==> src/hw/rtl/stst_pkg.sv <==
// Shared constants and types for the texture slot table.
// No dependencies; the other files in hw/rtl, except stst_slot_mem, refer to this package by scoped name.
package stst_pkg;

    localparam int unsigned SLOTS_DEFAULT    = 16;
    localparam int unsigned MODELS_DEFAULT   = 16;
    localparam int unsigned TAG_BITS_DEFAULT = 64;

    // Fixed port field widths
    localparam int unsigned TAG_W       = 64;
    localparam int unsigned MODEL_W     = 4;
    localparam int unsigned IDX_OUT_W   = 4;
    localparam int unsigned COUNT_OUT_W = 5;

    localparam logic CMD_BIND    = 1'b0;
    localparam logic CMD_RELEASE = 1'b1;

    // Update request to the valid-bit tracker
    typedef struct packed {
        logic set_en;
        logic clr_en;
    } stst_vop_t;

endpackage

==> src/hw/rtl/shared_texture_slot_table_unit.sv <==
// Shared texture slot table: tag lookup, slot claim and per-model release.
// Depends on stst_pkg, stst_slot_mem and stst_valid_bits.
//
// Usage:
//   Command channel: an item is taken on a rising edge with start high and busy low.
//   command 0 binds texture_tag for model_id: a hit adds the model to the lowest
//   matching slot's referrers, a miss claims the lowest free slot. command 1 drops
//   model_id from every slot and frees slots left without referrers.
//   Result channel: done is high for exactly one cycle with slot_index, hit,
//   exhausted, first_owner and used_count; the receiver cannot hold it off, and
//   the block needs no back-pressure since only one item is in flight.
//   Flow: an item runs from the accepting edge through the scan and the finish step
//   to the done cycle; a new item may be started in the done cycle, and not before.
//   The scan goes through the entry memory one entry per cycle over its single read
//   port, with registered read data, and is followed by the final write-back.
//   An out-of-range model id skips the scan and goes straight to the finish step.
//   Reset: rst_n clears all valid flags and the used count at once; the entry memory
//   is not cleared, as only valid entries are ever looked at. No clearing pass.
module shared_texture_slot_table_unit #(
    parameter int unsigned SLOTS    = stst_pkg::SLOTS_DEFAULT,
    parameter int unsigned MODELS   = stst_pkg::MODELS_DEFAULT,
    parameter int unsigned TAG_BITS = stst_pkg::TAG_BITS_DEFAULT
) (
    input  logic                              clk,
    input  logic                              rst_n,
    input  logic                              start,
    output logic                              busy,
    input  logic                              command,
    input  logic [stst_pkg::TAG_W-1:0]        texture_tag,
    input  logic [stst_pkg::MODEL_W-1:0]      model_id,
    output logic                              done,
    output logic [stst_pkg::IDX_OUT_W-1:0]    slot_index,
    output logic                              hit,
    output logic                              exhausted,
    output logic [stst_pkg::MODEL_W-1:0]      first_owner,
    output logic [stst_pkg::COUNT_OUT_W-1:0]  used_count
);

    localparam int unsigned IDXW    = $clog2(SLOTS);
    localparam int unsigned CNTW    = $clog2(SLOTS + 1);
    localparam int unsigned MW      = stst_pkg::MODEL_W;
    localparam int unsigned ENTRY_W = TAG_BITS + MW + MODELS;

    localparam logic [1:0] ST_IDLE   = 2'd0;
    localparam logic [1:0] ST_SCAN   = 2'd1;
    localparam logic [1:0] ST_FINISH = 2'd2;

    localparam logic [IDXW-1:0] LAST_IDX = IDXW'(SLOTS - 1);

    logic [1:0]          state_reg, state_next;
    logic                cmd_reg, cmd_next;
    logic [TAG_BITS-1:0] tag_reg, tag_next;
    logic [MW-1:0]       model_reg, model_next;
    logic                skip_reg, skip_next;

    logic [IDXW-1:0]     scan_addr_reg, scan_addr_next;
    logic                issue_reg, issue_next;
    logic                proc_vld_reg, proc_vld_next;
    logic [IDXW-1:0]     proc_idx_reg, proc_idx_next;

    logic                found_reg, found_next;
    logic [IDXW-1:0]     found_idx_reg, found_idx_next;
    logic [MW-1:0]       found_owner_reg, found_owner_next;
    logic [MODELS-1:0]   found_refs_reg, found_refs_next;
    logic                free_found_reg, free_found_next;
    logic [IDXW-1:0]     free_idx_reg, free_idx_next;

    logic                              done_reg, done_next;
    logic [stst_pkg::IDX_OUT_W-1:0]    res_slot_reg, res_slot_next;
    logic                              res_hit_reg, res_hit_next;
    logic                              res_exh_reg, res_exh_next;
    logic [MW-1:0]                     res_owner_reg, res_owner_next;
    logic [stst_pkg::COUNT_OUT_W-1:0]  res_count_reg, res_count_next;

    // Memory and tracker hookup
    logic                mem_wr_en;
    logic [IDXW-1:0]     mem_wr_addr;
    logic [ENTRY_W-1:0]  mem_wr_data;
    logic                mem_rd_en;
    logic [ENTRY_W-1:0]  mem_rd_data;

    stst_pkg::stst_vop_t vop;
    logic [IDXW-1:0]     vop_idx;
    logic                cur_valid;
    logic [CNTW-1:0]     count;

    logic [TAG_BITS-1:0] rd_tag;
    logic [MW-1:0]       rd_owner;
    logic [MODELS-1:0]   rd_refs;
    logic [MODELS-1:0]   model_mask;
    logic [MODELS-1:0]   kept_refs;
    logic                model_ok;

    assign rd_tag     = mem_rd_data[ENTRY_W-1 -: TAG_BITS];
    assign rd_owner   = mem_rd_data[MODELS +: MW];
    assign rd_refs    = mem_rd_data[MODELS-1:0];
    assign model_mask = MODELS'(1) << model_reg;
    assign kept_refs  = rd_refs & ~model_mask;
    assign model_ok   = 32'(model_id) < MODELS;

    stst_slot_mem #(
        .DEPTH (SLOTS),
        .WIDTH (ENTRY_W)
    ) u_mem (
        .clk     (clk),
        .wr_en   (mem_wr_en),
        .wr_addr (mem_wr_addr),
        .wr_data (mem_wr_data),
        .rd_en   (mem_rd_en),
        .rd_addr (scan_addr_reg),
        .rd_data (mem_rd_data)
    );

    stst_valid_bits #(
        .SLOTS (SLOTS)
    ) u_valid (
        .clk      (clk),
        .rst_n    (rst_n),
        .op       (vop),
        .op_idx   (vop_idx),
        .rd_idx   (proc_idx_reg),
        .rd_valid (cur_valid),
        .count    (count)
    );

    // Scan reads entry i while entry i-1 is written back, so read and write never
    // meet on one entry; the bind write lands after the scan has finished.
    always_comb
    begin
        state_next       = state_reg;
        cmd_next         = cmd_reg;
        tag_next         = tag_reg;
        model_next       = model_reg;
        skip_next        = skip_reg;
        scan_addr_next   = scan_addr_reg;
        issue_next       = issue_reg;
        proc_vld_next    = 1'b0;
        proc_idx_next    = proc_idx_reg;
        found_next       = found_reg;
        found_idx_next   = found_idx_reg;
        found_owner_next = found_owner_reg;
        found_refs_next  = found_refs_reg;
        free_found_next  = free_found_reg;
        free_idx_next    = free_idx_reg;
        done_next        = 1'b0;
        res_slot_next    = res_slot_reg;
        res_hit_next     = res_hit_reg;
        res_exh_next     = res_exh_reg;
        res_owner_next   = res_owner_reg;
        res_count_next   = res_count_reg;
        mem_wr_en        = 1'b0;
        mem_wr_addr      = proc_idx_reg;
        mem_wr_data      = {rd_tag, rd_owner, kept_refs};
        mem_rd_en        = 1'b0;
        vop              = '0;
        vop_idx          = proc_idx_reg;

        unique case (state_reg)
            ST_IDLE:
            begin
                if (start)
                begin
                    cmd_next        = command;
                    tag_next        = texture_tag[TAG_BITS-1:0];
                    model_next      = model_id;
                    skip_next       = !model_ok;
                    scan_addr_next  = '0;
                    issue_next      = 1'b1;
                    found_next      = 1'b0;
                    free_found_next = 1'b0;
                    state_next      = model_ok ? ST_SCAN : ST_FINISH;
                end
            end

            ST_SCAN:
            begin
                if (issue_reg)
                begin
                    mem_rd_en     = 1'b1;
                    proc_vld_next = 1'b1;
                    proc_idx_next = scan_addr_reg;
                    if (scan_addr_reg == LAST_IDX)
                    begin
                        issue_next = 1'b0;
                    end
                    else
                    begin
                        scan_addr_next = scan_addr_reg + IDXW'(1);
                    end
                end
                if (proc_vld_reg)
                begin
                    if (cmd_reg == stst_pkg::CMD_BIND)
                    begin
                        // Keep the lowest match and the lowest free slot
                        if (cur_valid && rd_tag == tag_reg && !found_reg)
                        begin
                            found_next       = 1'b1;
                            found_idx_next   = proc_idx_reg;
                            found_owner_next = rd_owner;
                            found_refs_next  = rd_refs;
                        end
                        if (!cur_valid && !free_found_reg)
                        begin
                            free_found_next = 1'b1;
                            free_idx_next   = proc_idx_reg;
                        end
                    end
                    else if (cur_valid)
                    begin
                        mem_wr_en  = 1'b1;
                        vop.clr_en = (kept_refs == '0);
                    end
                    if (proc_idx_reg == LAST_IDX)
                    begin
                        state_next = ST_FINISH;
                    end
                end
            end

            ST_FINISH:
            begin
                done_next      = 1'b1;
                state_next     = ST_IDLE;
                res_slot_next  = '0;
                res_hit_next   = 1'b0;
                res_exh_next   = 1'b0;
                res_owner_next = '0;
                res_count_next = stst_pkg::COUNT_OUT_W'(count);
                if (!skip_reg && cmd_reg == stst_pkg::CMD_BIND)
                begin
                    if (found_reg)
                    begin
                        mem_wr_en      = 1'b1;
                        mem_wr_addr    = found_idx_reg;
                        mem_wr_data    = {tag_reg, found_owner_reg, found_refs_reg | model_mask};
                        res_slot_next  = stst_pkg::IDX_OUT_W'(found_idx_reg);
                        res_hit_next   = 1'b1;
                        res_owner_next = found_owner_reg;
                    end
                    else if (free_found_reg)
                    begin
                        mem_wr_en      = 1'b1;
                        mem_wr_addr    = free_idx_reg;
                        mem_wr_data    = {tag_reg, model_reg, model_mask};
                        vop.set_en     = 1'b1;
                        vop_idx        = free_idx_reg;
                        res_slot_next  = stst_pkg::IDX_OUT_W'(free_idx_reg);
                        res_owner_next = model_reg;
                        res_count_next = stst_pkg::COUNT_OUT_W'(count + CNTW'(1));
                    end
                    else
                    begin
                        res_exh_next = 1'b1;
                    end
                end
            end

            default:
            begin
                state_next = ST_IDLE;
            end
        endcase
    end

    always_ff @(posedge clk or negedge rst_n)
    begin
        if (!rst_n)
        begin
            state_reg    <= ST_IDLE;
            issue_reg    <= 1'b0;
            proc_vld_reg <= 1'b0;
            done_reg     <= 1'b0;
        end
        else
        begin
            state_reg    <= state_next;
            issue_reg    <= issue_next;
            proc_vld_reg <= proc_vld_next;
            done_reg     <= done_next;
        end
    end

    always_ff @(posedge clk)
    begin
        cmd_reg         <= cmd_next;
        tag_reg         <= tag_next;
        model_reg       <= model_next;
        skip_reg        <= skip_next;
        scan_addr_reg   <= scan_addr_next;
        proc_idx_reg    <= proc_idx_next;
        found_reg       <= found_next;
        found_idx_reg   <= found_idx_next;
        found_owner_reg <= found_owner_next;
        found_refs_reg  <= found_refs_next;
        free_found_reg  <= free_found_next;
        free_idx_reg    <= free_idx_next;
        res_slot_reg    <= res_slot_next;
        res_hit_reg     <= res_hit_next;
        res_exh_reg     <= res_exh_next;
        res_owner_reg   <= res_owner_next;
        res_count_reg   <= res_count_next;
    end

    assign busy        = (state_reg != ST_IDLE);
    assign done        = done_reg;
    assign slot_index  = res_slot_reg;
    assign hit         = res_hit_reg;
    assign exhausted   = res_exh_reg;
    assign first_owner = res_owner_reg;
    assign used_count  = res_count_reg;

endmodule

==> src/hw/rtl/stst_slot_mem.sv <==
// Single-port-write, single-port-read slot entry memory with registered read data.
// Depends on nothing; instantiated by shared_texture_slot_table_unit.
module stst_slot_mem #(
    parameter int unsigned DEPTH = 16,
    parameter int unsigned WIDTH = 84
) (
    input  logic                     clk,
    input  logic                     wr_en,
    input  logic [$clog2(DEPTH)-1:0] wr_addr,
    input  logic [WIDTH-1:0]         wr_data,
    input  logic                     rd_en,
    input  logic [$clog2(DEPTH)-1:0] rd_addr,
    output logic [WIDTH-1:0]         rd_data
);

    logic [WIDTH-1:0] mem [DEPTH];
    logic [WIDTH-1:0] rd_data_reg;

    always_ff @(posedge clk)
    begin
        if (wr_en)
        begin
            mem[wr_addr] <= wr_data;
        end
    end

    always_ff @(posedge clk)
    begin
        if (rd_en)
        begin
            rd_data_reg <= mem[rd_addr];
        end
    end

    assign rd_data = rd_data_reg;

endmodule

==> src/hw/rtl/stst_valid_bits.sv <==
// Per-slot valid flags and the running count of used slots.
// Depends on stst_pkg (stst_vop_t); instantiated by shared_texture_slot_table_unit.
module stst_valid_bits #(
    parameter int unsigned SLOTS = stst_pkg::SLOTS_DEFAULT
) (
    input  logic                           clk,
    input  logic                           rst_n,
    input  stst_pkg::stst_vop_t            op,
    input  logic [$clog2(SLOTS)-1:0]       op_idx,
    input  logic [$clog2(SLOTS)-1:0]       rd_idx,
    output logic                           rd_valid,
    output logic [$clog2(SLOTS+1)-1:0]     count
);

    localparam int unsigned CNTW = $clog2(SLOTS + 1);

    logic [SLOTS-1:0] valid_reg;
    logic [SLOTS-1:0] valid_next;
    logic [CNTW-1:0]  count_reg;
    logic [CNTW-1:0]  count_next;

    // Callers set only a free slot and clear only a used one, so the count tracks the flags.
    always_comb
    begin
        valid_next = valid_reg;
        count_next = count_reg;
        if (op.set_en)
        begin
            valid_next[op_idx] = 1'b1;
            count_next         = count_reg + CNTW'(1);
        end
        else if (op.clr_en)
        begin
            valid_next[op_idx] = 1'b0;
            count_next         = count_reg - CNTW'(1);
        end
    end

    always_ff @(posedge clk or negedge rst_n)
    begin
        if (!rst_n)
        begin
            valid_reg <= '0;
            count_reg <= '0;
        end
        else
        begin
            valid_reg <= valid_next;
            count_reg <= count_next;
        end
    end

    assign rd_valid = valid_reg[rd_idx];
    assign count    = count_reg;

endmodule

==> config.mk <==
export PLATFORM = sky130hd
export DESIGN_NAME = shared_texture_slot_table_unit
export DESIGN_NICKNAME = d
export VERILOG_FILES = /design/src/hw/rtl/stst_pkg.sv /design/src/hw/rtl/shared_texture_slot_table_unit.sv /design/src/hw/rtl/stst_slot_mem.sv /design/src/hw/rtl/stst_valid_bits.sv
export SDC_FILE = /design/constraint.sdc
export NUM_CORES = 2
export LEC_CHECK = 0
export BUFFER_PORTS_ARGS = -buffer_cell sky130_fd_sc_hd__buf_2
export CAP_MARGIN = 20
export CORE_UTILIZATION = 40
export DETAILED_ROUTE_END_ITERATION = 8
export SYNTH_ARGS = -nofsm -noshare
export SYNTH_HDL_FRONTEND = slang
export SYNTH_HIERARCHICAL = 1
export SYNTH_SLANG_ARGS = --single-unit
==> constraint.sdc <==
create_clock -name clk -period 13.9 [get_ports clk]
set_input_delay 0 -clock clk [delete_from_list [all_inputs] [get_ports clk]]
set_output_delay 0 -clock clk [all_outputs]
set_load 0.005 [all_outputs]
==> flow_summary.json <==
{
  "post-synth-top-count-cell": "edfxtp_1",
  "skew_ps": 31.4,
  "drive_gt1_share_pct": 24.4,
  "cts.clk_slew.worst_paths_ps": 60,
  "synthArstFlopShare_pct": 1.65,
  "vias": 29800,
  "top_level_ports": 89,
  "drv_cap": 0,
  "clock-sinks": 1576,
  "dp_cells": 4932,
  "rsz0062_at_grt": "no",
  "viasPerCell": 5.54,
  "syn_nets": 2984,
  "stdcell_count": 5373,
  "syn_area_per_cell_um2": 20.9,
  "ctsRootBufferMaster": "clkbuf_16",
  "die_w_um": 392,
  "worst_slew_pin_slew_ps": 1120,
  "regToRegSetupSlack_ps": 8900,
  "n_antenna_cell": 0,
  "clock_path_buffers": 3,
  "cts_tree": "yes",
  "yosys_register_bits": 1576,
  "ant_nets": 0,
  "cp-start-kind": "flip-flop",
  "power.density_nw_per_um2": 211,
  "period_share_pct": 36.0,
  "path_class": "flip-flop to flip-flop",
  "pre_cts_ws_ps": 8890,
  "path_max_fanout": 49,
  "clock_latency_ps": 770,
  "antenna_found_initial": 2,
  "period_needed_ps": 5000,
  "fillerInstances": 12500,
  "die_h_um": 392,
  "seq_area_frac_synth_pct": 77.7,
  "p_leak_nw": 22.4,
  "yosys.area.top_type": "edfxtp_1",
  "worstPathRequired_ps": 14280,
  "ir_drop_v": 0.000146,
  "overflow": 0,
  "dpl.hpwl_um": 81400,
  "syn_area_um2": 60800,
  "synth-edff-count": 1550,
  "final_nets": 3306,
  "fmax_ghz": 0.200,
  "endpoint_kind": "flip-flop",
  "ys_top_cells_by_count": "1550 x edfxtp_1, 340 x mux4_2, 300 x nand2_1",
  "drt_iter0_drc": 2949,
  "hold_viol": 0,
  "cts_setup_buffers": 0,
  "start_util_pct": 40.4,
  "drc": 0,
  "crit_arrival_ps": 5380,
  "postSynthCellCount": 2903,
  "firstDrtPassIters": 5,
  "routed_wl_um": 147000,
  "grt_pass1_vias": 30400,
  "synthToLayoutAreaGrowth_pct": 15.7,
  "fp-row-count": 142,
  "setup_viol": 0,
  "detail_route.wl_per_cell_um": 27.4,
  "slew_headroom_pct": 24.9,
  "grt_pass1_wl_um": 214000,
  "synth_area_leaders": "edfxtp_1 77%, mux4_2 13%, nand2_1 1.9%",
  "cts_max_level": 4,
  "numCtsBuffers": 162,
  "grt_max_degree": 126,
  "yosys_most_used_dff": "edfxtp_1",
  "synth_top_area_share_pct": 76.6,
  "setup_slack_ps": 8900,
  "port_buffers": 88,
  "yosysUniqueCellTypes": 64,
  "core_area_um2": 150000,
  "die-area_um2": 153000,
  "largest_reg_flops": 1344,
  "hold_path_class": "input pin to flip-flop",
  "maxSlewViolCount": 0,
  "yosys_warnings": 6,
  "status": "finished, final reports clean",
  "setup-tns-final_ps": 0,
  "place.gp.congestion": 0.771,
  "grt_usage_pct": 19.4
}
==> per-layer routing <==
metal	vias up	GRT usage [%]	wire, um
li1	12600	-	-
met1	15800	26.2	60400
met2	1060	32.0	73200
met3	211	3.99	10200
met4	0	5.47	3590
met5	-	0	0
==> metrics by stage <==
stage	total power [mW]	hold WS [ps]	utilization [%]	instance area, um^2
floorplan	9.29	-296	-	60800
global route	15.5	55.2	46.8	70300
global placement	10.8	53.2	42.4	63700
finish	14.9	59.3	46.8	70300
CTS	15.0	2.57	46.7	70300
detailed placement	10.8	50.7	42.4	63800
==> power by group <==
part / leakage, nW / internal (mW) / switching (mW)
combinational: 5.50 / 1.43 / 2.65
sequential: 14.4 / 6.38 / 0.247
clock: 2.47 / 2.37 / 1.79
total: 22.4 / 10.2 / 4.69
==> final cells by class <==
type | instances | area [um^2] | share of cell area [%]
Clock buffer | 206 | 4350 | 6.18
Timing Repair Buffer | 305 | 2490 | 3.54
Clock inverter | 90 | 712 | 1.01
Tap cell | 2016 | 2520 | 3.59
Multi-Input combinational cell | 1165 | 13000 | 18.5
Sequential cell | 1576 | 47200 | 67.1
Inverter | 15 | 56.3 | 0.0801
==> worst max-delay path: stages, from the launching register on <==
cell	delay, ps
dfrtp_1	400
inv_1	90
ha_1	140
buf_4	270
nor2b_1	550
o21ai_4	90
buf_4	370
a21boi_0	460
or3b_2	610
nor3_2	140
buf_4	600
buf_4	790
==> cells by family after synthesis <==
kind of cell | count (synthesis) | synth area share [%]
AO/OA/AOI/OAI | 284 | 3.69
XOR/XNOR | 68 | 0.980
adder cells (fa/ha/maj) | 9 | 0.198
buffers and inverters | 162 | 1.27
flip-flops | 1576 | 77.7
multiplexers | 363 | 13.0
AND/OR/NAND/NOR | 441 | 3.16
==> what timing repair did <==
| action | 4_1_cts | 5_1_grt |
|---|---|---|
| endpoints found under the hold margin | 119 | 0 |
| hold buffers | 141 | 0 |
| resized for setup | 0 | 0 |
==> layout by cell type (no fill, tap or decap), drive strengths merged, types with 22 or more instances in the layout <==
cell type / n
edfxtp: 1550
mux4: 340
nand2: 300
clkbuf: 207
a22oi: 178
buf: 164
dlygate4sd3: 140
clkinv: 71
xnor2: 63
nor2: 39
o21ai: 29
dfrtp: 26
inv: 22
==> worst paths after layout <==
path,from,to,cells after the start
min reg2reg,u_mem/rd_data[17]$_DFFE_PP_,found_owner_reg[1]$_DFFE_PP_,0
max in group asynchronous,rst_n,async pin,4
max reg2reg,state_reg[0]$_DFFE_PN0P_,u_mem/mem[0][46]$_DFFE_PP_,11
max,state_reg[0]$_DFFE_PN0P_,u_mem/mem[0][46]$_DFFE_PP_,11
min in group asynchronous,rst_n,async pin,4
min,model_id[1],model_reg[1]$_DFFE_PP_,2
(Power assumes the default switching activity.)
